$ cat src/design/rit_pkg.sv
// ----------------------------------------------------------------------------
// rit_pkg
// Shared types, sizes and helpers for the reply impairment timed queue.
// ----------------------------------------------------------------------------
package rit_pkg;

    localparam int SLOTS      = 8;
    localparam int SLOT_W     = $clog2(SLOTS);
    localparam int MAX_FRAME  = 1536;
    localparam int TIME_W     = 48;
    localparam int ORDER_W    = 32;
    localparam int CFG_W      = 32;
    localparam int TAG_W      = 16;
    localparam int LEN_W      = 16;
    localparam int US_TO_NS   = 1000;
    localparam int MUL_W      = CFG_W + 10;
    localparam int ADDR_W     = 5;

    // register indexes on the configuration port
    localparam logic [2:0] REG_LATE_DELAY   = 3'd0;
    localparam logic [2:0] REG_LATE_COUNT   = 3'd1;
    localparam logic [2:0] REG_DUP_COUNT    = 3'd2;
    localparam logic [2:0] REG_REORDER_CNT  = 3'd3;
    localparam logic [2:0] REG_HOLD_LIMIT   = 3'd4;

    localparam logic MODE_SUBMIT = 1'b0;
    localparam logic MODE_POP    = 1'b1;

    typedef struct packed {
        logic                late;
        logic                dup;
        logic                reorder;
        logic [CFG_W-1:0]    value;
    } cfg_wr_t;

    typedef struct packed {
        logic                mode;
        logic [TIME_W-1:0]   now_time;
        logic [TAG_W-1:0]    tag;
        logic [LEN_W-1:0]    len;
        logic [TIME_W-1:0]   due;
        logic [TIME_W-1:0]   hold_due;
    } item_t;

    typedef struct packed {
        logic                found;
        logic [SLOT_W-1:0]   idx;
    } pick_t;

    // lowest set bit of a slot vector
    function automatic pick_t lowest_set(input logic [SLOTS-1:0] vec);
        pick_t p;
        p.found = 1'b0;
        p.idx   = '0;
        for (int i = SLOTS - 1; i >= 0; i--) begin
            if (vec[i])
            begin
                p.found = 1'b1;
                p.idx   = SLOT_W'(i);
            end
        end
        return p;
    endfunction

endpackage

$ cat src/design/rit_ifs.sv
// ----------------------------------------------------------------------------
// rit_ifs
// Valid/ready channels for submit/pop requests and for results.
// ----------------------------------------------------------------------------
interface rit_req_if;
    logic                          valid;
    logic                          ready;
    logic                          mode;
    logic [rit_pkg::TIME_W-1:0]    now_time;
    logic [rit_pkg::TAG_W-1:0]     frame_tag;
    logic [rit_pkg::LEN_W-1:0]     frame_length;

    modport source (output valid, mode, now_time, frame_tag, frame_length, input ready);
    modport sink   (input valid, mode, now_time, frame_tag, frame_length, output ready);
endinterface

interface rit_rsp_if;
    logic                          valid;
    logic                          ready;
    logic                          popped;
    logic [rit_pkg::TAG_W-1:0]     out_tag;
    logic [rit_pkg::LEN_W-1:0]     out_length;
    logic                          held_alone;
    logic [1:0]                    slots_missed;
    logic [rit_pkg::TIME_W-1:0]    earliest_due;

    modport source (output valid, popped, out_tag, out_length, held_alone, slots_missed,
                    earliest_due, input ready);
    modport sink   (input valid, popped, out_tag, out_length, held_alone, slots_missed,
                    earliest_due, output ready);
endinterface

$ cat src/design/reply_impairment_timed_queue.sv
// ----------------------------------------------------------------------------
// reply_impairment_timed_queue
// Timed slot queue of reply descriptors with delay, swap and duplication.
// ----------------------------------------------------------------------------
// A front stage takes a request, clamps the length, forms the release times
// and parks it in a two-entry queue; it takes no new request until that one
// is pushed. The back part then works one item at a time through the eight
// slots with a single compare unit: a submit runs the insert, the duplicate
// and then the earliest-time scan, a pop the due-slot scan, the release and
// the earliest-time scan. The result sits in an output register, so the
// front keeps accepting while it waits to be taken. Configuration is
// written through the APB port at byte address 4*index.
module reply_impairment_timed_queue (
    input  logic                          clk,
    input  logic                          rst_n,
    rit_req_if.sink                       req,
    rit_rsp_if.source                     rsp,
    input  logic                          psel,
    input  logic                          penable,
    input  logic                          pwrite,
    input  logic [rit_pkg::ADDR_W-1:0]    paddr,
    input  logic [rit_pkg::CFG_W-1:0]     pwdata,
    output logic [rit_pkg::CFG_W-1:0]     prdata,
    output logic                          pready
);
    import rit_pkg::*;

    logic [CFG_W-1:0]  late_delay_us_reg;
    logic [CFG_W-1:0]  late_count_reg;
    logic [CFG_W-1:0]  dup_count_reg;
    logic [CFG_W-1:0]  reorder_count_reg;
    logic [CFG_W-1:0]  hold_limit_ns_reg;
    logic              wr;
    logic [2:0]        reg_idx;
    cfg_wr_t           cfg_wr;
    logic              q_push, q_pop, q_full, q_empty;
    item_t             push_item, pop_item;

    assign pready  = 1'b1;
    assign wr      = psel && penable && pwrite;
    assign reg_idx = paddr[ADDR_W-1:2];

    always_comb
    begin
        cfg_wr.late    = wr && (reg_idx == REG_LATE_COUNT);
        cfg_wr.dup     = wr && (reg_idx == REG_DUP_COUNT);
        cfg_wr.reorder = wr && (reg_idx == REG_REORDER_CNT);
        cfg_wr.value   = pwdata;
    end

    always_comb
    begin
        case (reg_idx)
            REG_LATE_DELAY:  prdata = late_delay_us_reg;
            REG_LATE_COUNT:  prdata = late_count_reg;
            REG_DUP_COUNT:   prdata = dup_count_reg;
            REG_REORDER_CNT: prdata = reorder_count_reg;
            REG_HOLD_LIMIT:  prdata = hold_limit_ns_reg;
            default:         prdata = '0;
        endcase
    end

    always_ff @(posedge clk or negedge rst_n)
    begin
        if (!rst_n)
        begin
            late_delay_us_reg <= '0;
            late_count_reg    <= '0;
            dup_count_reg     <= '0;
            reorder_count_reg <= '0;
            hold_limit_ns_reg <= CFG_W'(1000000);
        end
        else if (wr)
        begin
            case (reg_idx)
                REG_LATE_DELAY:  late_delay_us_reg <= pwdata;
                REG_LATE_COUNT:  late_count_reg    <= pwdata;
                REG_DUP_COUNT:   dup_count_reg     <= pwdata;
                REG_REORDER_CNT: reorder_count_reg <= pwdata;
                REG_HOLD_LIMIT:  hold_limit_ns_reg <= pwdata;
                default:         ;
            endcase
        end
    end

    rit_front u_front (
        .clk           (clk),
        .rst_n         (rst_n),
        .req           (req),
        .cfg_wr        (cfg_wr),
        .late_delay_us (late_delay_us_reg),
        .hold_limit_ns (hold_limit_ns_reg),
        .q_full        (q_full),
        .q_push        (q_push),
        .q_item        (push_item)
    );

    rit_queue u_queue (
        .clk       (clk),
        .rst_n     (rst_n),
        .push      (q_push),
        .push_item (push_item),
        .pop       (q_pop),
        .pop_item  (pop_item),
        .full      (q_full),
        .empty     (q_empty)
    );

    rit_back u_back (
        .clk     (clk),
        .rst_n   (rst_n),
        .cfg_wr  (cfg_wr),
        .q_empty (q_empty),
        .q_item  (pop_item),
        .q_pop   (q_pop),
        .rsp     (rsp)
    );

endmodule

$ cat src/design/rit_front.sv
// ----------------------------------------------------------------------------
// rit_front
// Accepts requests, clamps length, applies the late delay and forms the
// release times, then pushes a classified item into the queue.
// ----------------------------------------------------------------------------
module rit_front (
    input  logic                        clk,
    input  logic                        rst_n,
    rit_req_if.sink                     req,
    input  rit_pkg::cfg_wr_t            cfg_wr,
    input  logic [rit_pkg::CFG_W-1:0]   late_delay_us,
    input  logic [rit_pkg::CFG_W-1:0]   hold_limit_ns,
    input  logic                        q_full,
    output logic                        q_push,
    output rit_pkg::item_t              q_item
);
    import rit_pkg::*;

    logic                s1_valid_reg, s1_valid_next;
    logic [CFG_W-1:0]    late_rem_reg, late_rem_next;
    logic                s1_mode_reg;
    logic [TIME_W-1:0]   s1_now_reg;
    logic [TAG_W-1:0]    s1_tag_reg;
    logic [LEN_W-1:0]    s1_len_reg;
    logic [MUL_W-1:0]    s1_prod_reg;
    logic                s1_late_reg;
    logic                accept;
    logic                late_hit;
    logic [LEN_W-1:0]    len_clamped;

    assign req.ready = !s1_valid_reg;
    assign accept    = req.valid && !s1_valid_reg;
    assign late_hit  = (req.mode == MODE_SUBMIT) && (late_rem_reg != '0);
    assign len_clamped = (req.frame_length > LEN_W'(MAX_FRAME)) ? LEN_W'(MAX_FRAME)
                                                                : req.frame_length;

    assign q_push = s1_valid_reg && !q_full;

    always_comb
    begin
        q_item.mode     = s1_mode_reg;
        q_item.now_time = s1_now_reg;
        q_item.tag      = s1_tag_reg;
        q_item.len      = s1_len_reg;
        q_item.due      = s1_late_reg ? (s1_now_reg + TIME_W'(s1_prod_reg)) : s1_now_reg;
        q_item.hold_due = s1_now_reg + TIME_W'(hold_limit_ns);
    end

    always_comb
    begin
        s1_valid_next = s1_valid_reg;
        late_rem_next = late_rem_reg;
        if (q_push)
            s1_valid_next = 1'b0;
        if (accept)
        begin
            s1_valid_next = 1'b1;
            if (late_hit)
                late_rem_next = late_rem_reg - 1'b1;
        end
        if (cfg_wr.late)
            late_rem_next = cfg_wr.value;
    end

    always_ff @(posedge clk or negedge rst_n)
    begin
        if (!rst_n)
        begin
            s1_valid_reg <= 1'b0;
            late_rem_reg <= '0;
        end
        else
        begin
            s1_valid_reg <= s1_valid_next;
            late_rem_reg <= late_rem_next;
        end
    end

    always_ff @(posedge clk)
    begin
        if (accept)
        begin
            s1_mode_reg <= req.mode;
            s1_now_reg  <= req.now_time;
            s1_tag_reg  <= req.frame_tag;
            s1_len_reg  <= len_clamped;
            s1_late_reg <= late_hit;
            s1_prod_reg <= MUL_W'(late_delay_us) * MUL_W'(US_TO_NS);
        end
    end

endmodule

$ cat src/design/rit_queue.sv
// ----------------------------------------------------------------------------
// rit_queue
// Two-entry item queue between the front and the back.
// ----------------------------------------------------------------------------
module rit_queue (
    input  logic             clk,
    input  logic             rst_n,
    input  logic             push,
    input  rit_pkg::item_t   push_item,
    input  logic             pop,
    output rit_pkg::item_t   pop_item,
    output logic             full,
    output logic             empty
);
    import rit_pkg::*;

    item_t       mem [2];
    logic        wr_ptr_reg, rd_ptr_reg;
    logic [1:0]  count_reg, count_next;

    assign full     = (count_reg == 2'd2);
    assign empty    = (count_reg == 2'd0);
    assign pop_item = mem[rd_ptr_reg];

    always_comb
    begin
        count_next = count_reg;
        case ({push, pop})
            2'b10:   count_next = count_reg + 2'd1;
            2'b01:   count_next = count_reg - 2'd1;
            default: count_next = count_reg;
        endcase
    end

    always_ff @(posedge clk or negedge rst_n)
    begin
        if (!rst_n)
        begin
            wr_ptr_reg <= 1'b0;
            rd_ptr_reg <= 1'b0;
            count_reg  <= '0;
        end
        else
        begin
            count_reg <= count_next;
            if (push)
                wr_ptr_reg <= !wr_ptr_reg;
            if (pop)
                rd_ptr_reg <= !rd_ptr_reg;
        end
    end

    always_ff @(posedge clk)
    begin
        if (push)
            mem[wr_ptr_reg] <= push_item;
    end

endmodule

$ cat src/design/rit_back.sv
// ----------------------------------------------------------------------------
// rit_back
// Slot store and sequencer: inserts, swaps held replies, duplicates, scans
// for the due reply to release and for the earliest pending time.
// ----------------------------------------------------------------------------
module rit_back (
    input  logic                clk,
    input  logic                rst_n,
    input  rit_pkg::cfg_wr_t    cfg_wr,
    input  logic                q_empty,
    input  rit_pkg::item_t      q_item,
    output logic                q_pop,
    rit_rsp_if.source           rsp
);
    import rit_pkg::*;

    localparam logic [2:0] ST_IDLE  = 3'd0;
    localparam logic [2:0] ST_SUB   = 3'd1;
    localparam logic [2:0] ST_DUP   = 3'd2;
    localparam logic [2:0] ST_PSCAN = 3'd3;
    localparam logic [2:0] ST_PREL  = 3'd4;
    localparam logic [2:0] ST_MSCAN = 3'd5;
    localparam logic [2:0] ST_EMIT  = 3'd6;

    logic [2:0]          state_reg, state_next;
    logic [SLOTS-1:0]    used_reg, used_next;
    logic [SLOTS-1:0]    held_reg, held_next;
    logic [ORDER_W-1:0]  order_reg, order_next;
    logic [CFG_W-1:0]    dup_rem_reg, dup_rem_next;
    logic [CFG_W-1:0]    reo_rem_reg, reo_rem_next;
    logic [SLOT_W-1:0]   idx_reg, idx_next;
    logic [1:0]          missed_reg, missed_next;
    logic                best_found_reg, best_found_next;
    logic [SLOT_W-1:0]   best_idx_reg, best_idx_next;
    logic [TIME_W-1:0]   best_due_reg, best_due_next;
    logic [ORDER_W-1:0]  best_order_reg, best_order_next;
    logic                min_any_reg, min_any_next;
    logic [TIME_W-1:0]   min_val_reg, min_val_next;
    logic                popped_reg, popped_next;
    logic [TAG_W-1:0]    tag_reg, tag_next;
    logic [LEN_W-1:0]    len_reg, len_next;
    logic                alone_reg, alone_next;
    logic                out_valid_reg, out_valid_next;
    item_t               cur_reg;

    logic [TIME_W-1:0]   slot_due   [SLOTS];
    logic [ORDER_W-1:0]  slot_order [SLOTS];
    logic [TAG_W-1:0]    slot_tag   [SLOTS];
    logic [LEN_W-1:0]    slot_len   [SLOTS];

    // slot write ports
    logic                ins_en;
    logic [SLOT_W-1:0]   ins_idx;
    logic [TIME_W-1:0]   ins_due;
    logic                swap_en;
    logic [SLOT_W-1:0]   swap_idx;
    logic [ORDER_W-1:0]  swap_order;

    pick_t               free_pick, held_pick;
    logic                last;
    logic                out_load;
    logic [TIME_W-1:0]   scan_due;
    logic [ORDER_W-1:0]  scan_order;

    assign free_pick  = lowest_set(~used_reg);
    assign held_pick  = lowest_set(used_reg & held_reg);
    assign last       = (idx_reg == SLOT_W'(SLOTS - 1));
    assign scan_due   = slot_due[idx_reg];
    assign scan_order = slot_order[idx_reg];
    assign q_pop      = (state_reg == ST_IDLE) && !q_empty;
    assign out_load   = (state_reg == ST_EMIT) && (!out_valid_reg || rsp.ready);

    always_comb
    begin
        state_next      = state_reg;
        used_next       = used_reg;
        held_next       = held_reg;
        order_next      = order_reg;
        dup_rem_next    = dup_rem_reg;
        reo_rem_next    = reo_rem_reg;
        idx_next        = idx_reg;
        missed_next     = missed_reg;
        best_found_next = best_found_reg;
        best_idx_next   = best_idx_reg;
        best_due_next   = best_due_reg;
        best_order_next = best_order_reg;
        min_any_next    = min_any_reg;
        min_val_next    = min_val_reg;
        popped_next     = popped_reg;
        tag_next        = tag_reg;
        len_next        = len_reg;
        alone_next      = alone_reg;
        out_valid_next  = out_valid_reg;
        ins_en          = 1'b0;
        ins_idx         = free_pick.idx;
        ins_due         = cur_reg.due;
        swap_en         = 1'b0;
        swap_idx        = held_pick.idx;
        swap_order      = order_reg;

        if (rsp.ready)
            out_valid_next = 1'b0;

        case (state_reg)
            ST_IDLE:
            begin
                if (!q_empty)
                begin
                    missed_next     = '0;
                    popped_next     = 1'b0;
                    tag_next        = '0;
                    len_next        = '0;
                    alone_next      = 1'b0;
                    idx_next        = '0;
                    best_found_next = 1'b0;
                    min_any_next    = 1'b0;
                    state_next      = (q_item.mode == MODE_POP) ? ST_PSCAN : ST_SUB;
                end
            end
            ST_SUB:
            begin
                if (held_pick.found)
                begin
                    // insert the partner, then re-time the held reply behind it
                    ins_en     = free_pick.found;
                    swap_en    = 1'b1;
                    swap_order = order_reg + ORDER_W'(free_pick.found);
                    order_next = swap_order + 1'b1;
                    held_next[held_pick.idx] = 1'b0;
                end
                else
                begin
                    ins_en = free_pick.found;
                    if (reo_rem_reg != '0)
                    begin
                        ins_due      = cur_reg.hold_due;
                        reo_rem_next = reo_rem_reg - 1'b1;
                        if (free_pick.found)
                            held_next[free_pick.idx] = 1'b1;
                    end
                    else if (free_pick.found)
                        held_next[free_pick.idx] = 1'b0;
                    if (free_pick.found)
                        order_next = order_reg + 1'b1;
                end
                if (free_pick.found)
                begin
                    used_next[free_pick.idx] = 1'b1;
                    if (held_pick.found)
                        held_next[free_pick.idx] = 1'b0;
                end
                else
                    missed_next = missed_reg + 2'd1;
                state_next = ST_DUP;
            end
            ST_DUP:
            begin
                if (dup_rem_reg != '0)
                begin
                    dup_rem_next = dup_rem_reg - 1'b1;
                    if (free_pick.found)
                    begin
                        ins_en     = 1'b1;
                        order_next = order_reg + 1'b1;
                        used_next[free_pick.idx] = 1'b1;
                        held_next[free_pick.idx] = 1'b0;
                    end
                    else
                        missed_next = missed_reg + 2'd1;
                end
                state_next = ST_MSCAN;
            end
            ST_PSCAN:
            begin
                if (used_reg[idx_reg] && (scan_due <= cur_reg.now_time))
                begin
                    if (!best_found_reg || (scan_due < best_due_reg) ||
                        ((scan_due == best_due_reg) && (scan_order < best_order_reg)))
                    begin
                        best_found_next = 1'b1;
                        best_idx_next   = idx_reg;
                        best_due_next   = scan_due;
                        best_order_next = scan_order;
                    end
                end
                idx_next = idx_reg + 1'b1;
                if (last)
                begin
                    idx_next   = '0;
                    state_next = ST_PREL;
                end
            end
            ST_PREL:
            begin
                if (best_found_reg)
                begin
                    popped_next = 1'b1;
                    tag_next    = slot_tag[best_idx_reg];
                    len_next    = slot_len[best_idx_reg];
                    alone_next  = held_reg[best_idx_reg];
                    used_next[best_idx_reg] = 1'b0;
                    held_next[best_idx_reg] = 1'b0;
                end
                state_next = ST_MSCAN;
            end
            ST_MSCAN:
            begin
                if (used_reg[idx_reg] && (!min_any_reg || (scan_due < min_val_reg)))
                begin
                    min_any_next = 1'b1;
                    min_val_next = scan_due;
                end
                idx_next = idx_reg + 1'b1;
                if (last)
                begin
                    idx_next   = '0;
                    state_next = ST_EMIT;
                end
            end
            ST_EMIT:
            begin
                if (out_load)
                begin
                    out_valid_next = 1'b1;
                    state_next     = ST_IDLE;
                end
            end
            default:
            begin
                state_next = ST_IDLE;
            end
        endcase

        if (cfg_wr.dup)
            dup_rem_next = cfg_wr.value;
        if (cfg_wr.reorder)
            reo_rem_next = cfg_wr.value;
    end

    always_ff @(posedge clk or negedge rst_n)
    begin
        if (!rst_n)
        begin
            state_reg     <= ST_IDLE;
            used_reg      <= '0;
            held_reg      <= '0;
            order_reg     <= '0;
            dup_rem_reg   <= '0;
            reo_rem_reg   <= '0;
            idx_reg       <= '0;
            out_valid_reg <= 1'b0;
        end
        else
        begin
            state_reg     <= state_next;
            used_reg      <= used_next;
            held_reg      <= held_next;
            order_reg     <= order_next;
            dup_rem_reg   <= dup_rem_next;
            reo_rem_reg   <= reo_rem_next;
            idx_reg       <= idx_next;
            out_valid_reg <= out_valid_next;
        end
    end

    always_ff @(posedge clk)
    begin
        missed_reg     <= missed_next;
        best_found_reg <= best_found_next;
        best_idx_reg   <= best_idx_next;
        best_due_reg   <= best_due_next;
        best_order_reg <= best_order_next;
        min_any_reg    <= min_any_next;
        min_val_reg    <= min_val_next;
        popped_reg     <= popped_next;
        tag_reg        <= tag_next;
        len_reg        <= len_next;
        alone_reg      <= alone_next;
        if (q_pop)
            cur_reg <= q_item;
        if (ins_en)
        begin
            slot_due[ins_idx]   <= ins_due;
            slot_order[ins_idx] <= order_reg;
            slot_tag[ins_idx]   <= cur_reg.tag;
            slot_len[ins_idx]   <= cur_reg.len;
        end
        if (swap_en)
        begin
            slot_due[swap_idx]   <= cur_reg.due;
            slot_order[swap_idx] <= swap_order;
        end
        if (out_load)
        begin
            rsp.popped       <= popped_reg;
            rsp.out_tag      <= tag_reg;
            rsp.out_length   <= len_reg;
            rsp.held_alone   <= alone_reg;
            rsp.slots_missed <= missed_reg;
            rsp.earliest_due <= min_any_reg ? min_val_reg : '0;
        end
    end

    assign rsp.valid = out_valid_reg;

endmodule

$ cat src/flat_wrapper.sv
// flat-port wrapper written by rule: the top's interface ports become plain ports
module reply_impairment_timed_queue_flat import rit_pkg::*;
  (clk, rst_n, psel, penable, pwrite, paddr, pwdata, prdata, pready, req_valid, req_mode, req_now_time, req_frame_tag, req_frame_length, req_ready, rsp_valid, rsp_popped, rsp_out_tag, rsp_out_length, rsp_held_alone, rsp_slots_missed, rsp_earliest_due, rsp_ready);
  rit_req_if req_i ();
  rit_rsp_if rsp_i ();
  input  logic clk;
  input  logic rst_n;
  input  logic psel;
  input  logic penable;
  input  logic pwrite;
  input  logic [rit_pkg::ADDR_W-1:0] paddr;
  input  logic [rit_pkg::CFG_W-1:0] pwdata;
  output logic [rit_pkg::CFG_W-1:0] prdata;
  output logic pready;
  input wire logic [$bits(req_i.valid)-1:0] req_valid;
  input wire logic [$bits(req_i.mode)-1:0] req_mode;
  input wire logic [$bits(req_i.now_time)-1:0] req_now_time;
  input wire logic [$bits(req_i.frame_tag)-1:0] req_frame_tag;
  input wire logic [$bits(req_i.frame_length)-1:0] req_frame_length;
  output wire logic [$bits(req_i.ready)-1:0] req_ready;
  output wire logic [$bits(rsp_i.valid)-1:0] rsp_valid;
  output wire logic [$bits(rsp_i.popped)-1:0] rsp_popped;
  output wire logic [$bits(rsp_i.out_tag)-1:0] rsp_out_tag;
  output wire logic [$bits(rsp_i.out_length)-1:0] rsp_out_length;
  output wire logic [$bits(rsp_i.held_alone)-1:0] rsp_held_alone;
  output wire logic [$bits(rsp_i.slots_missed)-1:0] rsp_slots_missed;
  output wire logic [$bits(rsp_i.earliest_due)-1:0] rsp_earliest_due;
  input wire logic [$bits(rsp_i.ready)-1:0] rsp_ready;
  assign req_i.valid = req_valid;
  assign req_i.mode = req_mode;
  assign req_i.now_time = req_now_time;
  assign req_i.frame_tag = req_frame_tag;
  assign req_i.frame_length = req_frame_length;
  assign req_ready = req_i.ready;
  assign rsp_valid = rsp_i.valid;
  assign rsp_popped = rsp_i.popped;
  assign rsp_out_tag = rsp_i.out_tag;
  assign rsp_out_length = rsp_i.out_length;
  assign rsp_held_alone = rsp_i.held_alone;
  assign rsp_slots_missed = rsp_i.slots_missed;
  assign rsp_earliest_due = rsp_i.earliest_due;
  assign rsp_i.ready = rsp_ready;
  reply_impairment_timed_queue u_core (.clk(clk), .rst_n(rst_n), .req(req_i), .rsp(rsp_i), .psel(psel), .penable(penable), .pwrite(pwrite), .paddr(paddr), .pwdata(pwdata), .prdata(prdata), .pready(pready));
endmodule
$ cat config.mk
export PLATFORM = sky130hd
export DESIGN_NAME = reply_impairment_timed_queue_flat
export DESIGN_NICKNAME = d
export VERILOG_FILES = /design/src/design/rit_pkg.sv /design/src/design/rit_ifs.sv /design/src/design/reply_impairment_timed_queue.sv /design/src/design/rit_front.sv /design/src/design/rit_queue.sv /design/src/design/rit_back.sv /design/src/flat_wrapper.sv
export SDC_FILE = /design/constraint.sdc
export NUM_CORES = 2
export LEC_CHECK = 0
export BUFFER_PORTS_ARGS = -buffer_cell sky130_fd_sc_hd__buf_2
export CAP_MARGIN = 5
export CORE_ASPECT_RATIO = 0.8
export CORE_MARGIN = 2
export CORE_UTILIZATION = 34
export CTS_CLUSTER_DIAMETER = 200
export DETAILED_ROUTE_END_ITERATION = 8
export PLACE_DENSITY = 0.52
export SLEW_MARGIN = 15
export SYNTH_ARGS = -nofsm -noshare
export SYNTH_HDL_FRONTEND = slang
export SYNTH_SLANG_ARGS = --single-unit
$ cat constraint.sdc
create_clock -name clk -period 12.2 [get_ports clk]
set_clock_uncertainty 0.1 [all_clocks]
set_input_delay 3.66 -clock clk [delete_from_list [all_inputs] [get_ports clk]]
set_output_delay 3.66 -clock clk [all_outputs]
set_load 0.05 [all_outputs]
# Yosys cells after proc, flatten, opt, wreduce, memory -nomap -nowiden
# Memories as Yosys holds them, arrays and structs flattened. A register that Yosys moved wholly into a read port is not among the register bits.
# Index checks and enable logic that the tools add are counted.
# totals
ram_bits,1250
latchBits,0
rom_bits,0
reg_bits,866
n_memories,5
word_cells,291
out_inout_bits,119
# mem_list
name,words,width,rd,rd_ports_with_merged_regs,write_ports,line_no,rtl
u_core.u_back.slot_due,8,48,1,0,2,rit_back.sv:46,logic [TIME_W-1:0] slot_due [SLOTS];
u_core.u_queue.mem,2,177,1,0,1,rit_queue.sv:17,item_t mem [2];
u_core.u_back.slot_order,8,32,1,0,2,rit_back.sv:47,logic [ORDER_W-1:0] slot_order [SLOTS];
u_core.u_back.slot_len,8,16,1,1,1,rit_back.sv:49,logic [LEN_W-1:0] slot_len [SLOTS];
u_core.u_back.slot_tag,8,16,1,1,1,rit_back.sv:48,logic [TAG_W-1:0] slot_tag [SLOTS];
# classes
magnitude_cmp,12
div_mod_pow,0
shifts,0
eq_ne,25
n_reduce_logical,69
bitwise_logic,13
n_mul,1
mux,108
n_addsub,12
# op_table
operator,count
$mux 32,15
$mux 48,4
$pmux 32 s5,1
$lt 48x48->1,2
$mux 8,12
$reduce_bool 32->1,3
$sub 32x1->32 const B,3
$add 32x1->32 const B,2
$mux 4,16
$pmux 16 s2,2
$pmux 32 s2,1
$add 48x32->48,1
$add 48x42->48,1
$and 8x8->8,6
$eq 48x48->1,1
$le 48x48->1,1
$mux 16,3
$pmux 8 s3,2
$mul 32x7->39 const B,1
$add 32x1->32,1
$lt 32x32->1,1
$not 8->8,4
$mux 1,26
$reduce_bool 2->1,13
34 further kinds,118

# Depth between registers and ports, before layout
# depth
depth_word,23
ltp_mapped,17
ltp_nobuf,16

# Modules after synthesis
# Synthesis repeated with hierarchy kept, for this count alone.
# hier_totals
cells_unflattened,7357
hier_area_um2,101991.6
# modules_own_cells
mod,seq_area_each_um2,instances,area_each_um2,cells_each
rit_back,42826.1,1,65506.6,4659
rit_front,4459.3,1,15756.4,1626
rit_queue,10730.3,1,13380.3,567
reply_impairment_timed_queue,4012.6,1,7348.3,505

# Worst setup path after synthesis
# Ideal clock, no wire load.
# synth_path
path_type,register -> register
start,register u_core.u_back.state_reg[2]
end,register u_core.u_queue.count_reg[1]
n_path_buf,1
setup_slack_ps,1942
path_stages_with_launch,7
period_less_slack_ps,10258
required_ps,12020
t_arrival_ps,10078
cell_sequence,dfrtp_1 > clkbuf_1 > nor3_1 > nor2b_1 > ha_1 > nor2_1 > xnor2_1
# synth_via
elab_chain_cells,4
word_cells_on_any_way,6
cone_classes,2 x eq/ne; 1 x mux; 3 x reduce/logical
# synth_rtl
element,line_no,rtl
"start, declared",rit_back.sv:25,"logic [2:0] state_reg, state_next;"
"start signal, assigned",rit_back.sv:255,state_reg <= state_next;
$logic_not 3->1 *,rit_back.sv:70,assign q_pop = (state_reg == ST_IDLE) && !q_empty;
$logic_and 1x1->1 *,rit_back.sv:70,
net u_core.q_pop,reply_impairment_timed_queue.sv:36,"logic q_push, q_pop, q_full, q_empty;"
$eq 2x1->1 / $eq 2x2->1 (equally long branches),rit_queue.sv:28,"case ({push, pop})"
$pmux 2 s2 / $reduce_bool 2->1 (equally long branches),-,
"end signal, assigned",rit_queue.sv:45,count_reg <= count_next;
"end, declared",rit_queue.sv:19,"logic [1:0] count_reg, count_next;"
# The timed path passes the listed nets; every way through them passes the cells marked *.
# A chain may end at the register's enable or synchronous reset.

# Worst setup path after layout
# layout_path
start,input paddr[3] in the netlist's numbering
end,output prdata[31] in the netlist's numbering
# layout_via
elab_chain_cells,2
word_cells_on_any_way,6
cone_classes,4 x eq/ne; 1 x mux; 1 x reduce/logical
# layout_rtl
element,line_no,rtl
"start, declared",flat_wrapper.sv:11,input logic [rit_pkg::ADDR_W-1:0] paddr;
$eq 3x3->1 (tied with other cells),reply_impairment_timed_queue.sv:53,case (reg_idx)
$pmux 32 s5 *,reply_impairment_timed_queue.sv:53,
"end, declared",flat_wrapper.sv:13,output logic [rit_pkg::CFG_W-1:0] prdata;
# Mark *: on every way between the ends. The rest lies on a longest branch, timed or not.

==> flow_summary.yaml <==
clocking:
  root_buffer: "clkbuf_16"
  cts_buffer_depth: 4
  numCtsBuffers: 228
  clkTransAtPathRegs_ps: 60
  insertion_delay_ps: 890
  cts_setup_buffers: 0
  clock_sinks: 2110
  cts_resized: 0
  htree_levels: 4
  cts_hold_buf: 0
  tritoncts: "built"
placement:
  dp_hpwl_um: 179000
  gp_congestion: 0.860
  io_buffers: 240
  place_area_um2: 108000
hold_path:
  hold_end: "u_core.u_queue.mem[1][113]$_DFFE_PP_"
  min_from: "u_core.u_front.s1_tag_reg[1]$_DFFE_PP_"
  hold_class: "reg -> reg"
  hold_path_depth: 0
finish:
  stdcell_area_um2: 116000
  fillCellCount: 28200
  drive_above_1_share_pct: 18.0
  area_growth_pct: 12.7
  top_regs: "u_core.u_back.slot_due: 384 flops, u_core.u_queue.mem: 348 flops, u_core.u_back.slot_order: 256 flops"
  largest_register_ffs: 384
  regMostFlops: "u_core.u_back.slot_due"
  num-nets-final: 8117
die:
  initial_core_util_pct: 34.1
  fp.dieH_um: 495
  std_cell_rows: 180
  die_width_um: 618
  die_area_um2: 306000
  core_um2: 300000
  top_level_ports: 244
yosys:
  ys_ff_latch: 2110
  synth.avg_cell_area_um2: 14.1
  synth_cell_type_count: 97
  syn-cell-area_um2: 103000
  yosysSeqAreaShare_pct: 60.2
  async_reset_ff_share_pct: 15.0
  yosysWarnings: 0
  synth_enable_flop_cells: 1791
  syn_inst: 7296
  synthFlopType: "edfxtp_1"
drt:
  vias_per_cell: 5.13
  postRouteAntennaNets: 0
  drt_wl_total_um: 273000
  drt-initial-drc-count: 5283
  dr_total_vias: 60100
  firstDrtPassIters: 5
  wire_per_inst_um: 23.3
  drc: 0
power:
  p_leak_nw: 42.1
  irDropWorstVdd_v: 0.000278
  p_per_area_nw_per_um2: 302
critical_path:
  reg2reg_from: "u_core.u_back.idx_reg[1]$_DFFE_PN0P_"
  path_max_fanout: 43
  r2r-end: "u_core.u_back.best_found_reg$_DFFE_PP_"
  crit_type: "in -> out"
  rr_worst_depth: 15
  crit_arrival_ps: 5800
  cp-end-kind: "output port"
  crit_required_ps: 8440
  reg2reg_slack_ps: 4740
  start_kind: "primary input"
timing:
  drv_slew: 0
  maxSlewHeadroom_pct: 22.9
  setup_tns_ps: 0
  max_slew.worst_pin.slew_ps: 1160
  fmax_ghz: 0.105
  finalHoldViolCount: 0
  period_minus_slack_ps: 9560
  fin_crit_sh_pct: 78.4
  grt_setup_unrepaired: "false"
  final-setup-viol-count: 0
grt:
  overflow: 0
  grt_pass1_vias: 60000
  grtUsageTotal_pct: 17.6
  grt_pass1_wl_um: 403000
  grt_max_degree: 185
  antenna_found_initial: 18
run:
  maxCapViolCount: 0
outcome:
  outcome: "finished, final reports clean"
## cells in the final DEF, fill, tap and decap left out, drive strengths merged, types with 16 or more instances in the layout
master  instances
bufinv         19
or3            31
or4            17
mux4          226
a211oi         30
nor4           36
and3           28
o21bai         16
nor2          422
a21oi         192
nand2         668
dfrtp         309
inv           397
edfxtp       1791
a31oi          34
o21a           23
nor3           81
xnor2         289
xor2          212
o211ai         18
clkinv         77
a21o          102
fa            120
nand3          87
buf           328
mux2          705
a221o          31
nor2b          18
or2            16
mux2i          74
o21ai         321
o31ai          19
nand4          76
nand2b         25
and2           74
clkbuf        290
ha            343
## kinds of logic (layout without fill, tap and decap cells)
logic type | count (synthesis) | in the layout | share of synthesized area [%]
other | 2 | 12 | 0.00732
flip-flops | 2110 | 2110 | 60.2
XOR/XNOR | 501 | 501 | 4.28
buffers and inverters | 719 | 1124 | 2.96
multiplexers | 1005 | 1005 | 13.4
AND/OR/NAND/NOR | 1617 | 1617 | 7.21
adder cells (fa/ha/maj) | 463 | 463 | 6.53
AO/OA/AOI/OAI | 879 | 879 | 5.35
## metrics by stage
step	hold slack, ps	utilization [%]	instances	setup WS, ps	power, mW
detailed placement	305	36.0	11300	2630	28.2
global route	324	38.5	11700	2520	37.4
floorplan	300	-	7300	1940	23.9
CTS	320	38.5	11700	2610	35.3
finish	314	38.5	11700	2640	34.9
global placement	301	36.0	11300	2680	27.9
## where the power goes
group | internal [mW] | switching (mW) | leakage [nW] | total (mW)
Sequential | 11.0 | 1.31 | 20.3 | 12.4
Combinational | 6.44 | 9.26 | 18.3 | 15.7
Clock | 3.97 | 2.92 | 3.56 | 6.89
Total | 21.5 | 13.5 | 42.1 | 34.9
## metal layers
metal,up-vias,part of all wire [%],routed length [um],track usage (%)
met5,-,0.0084,23,0
met3,357,5.9,16000,2.98
met2,1601,43,116000,25.9
li1,27500,-,-,-
met4,4,2.1,5680,3.83
met1,30600,49,135000,27.0
## cell usage after synthesis, drive strengths merged (192+ instances only)
cell type	number	area, um^2
inv	389	1460
a21oi	192	961
nor2	422	1590
mux2	705	7940
clkbuf	223	837
o21ai	321	1620
edfxtp	1791	53800
dfrtp	309	7730
ha	343	4290
mux4	226	5090
xor2	212	1860
xnor2	289	2530
nand2	668	2510
## area by class of cell
class	instances	area, um^2	area share (%)
clock inverter	116	1110	0.957
inverter	390	1460	1.27
sequential	2110	61800	53.5
multi-input combinational	4471	38000	32.9
clock buffer	290	6190	5.36
antenna	6	15.0	0.0130
timing repair buffer	328	1960	1.70
tap	4004	5010	4.34
## worst max path at each step
stage | startpoint | endpoint | slack [ps]
floorplan | u_core.u_back.state_reg[2]$_DFFE_PN0P_ | u_core.u_queue.count_reg[1]$_DFFE_PN0P_ | 1940
global placement | paddr[3] | prdata[31] | 2680
detailed placement | paddr[3] | prdata[31] | 2630
CTS | paddr[3] | prdata[31] | 2610
global route | paddr[3] | prdata[22] | 2520
finish | paddr[3] | prdata[31] | 2640
## critical path, stage by stage
cell and delay, ps:
buf_2 80, buf_4 580, inv_1 270, nor3_2 250
buf_4 370, a221o_1 290, buf_2 290
Power figures use the tool's default switching activity.
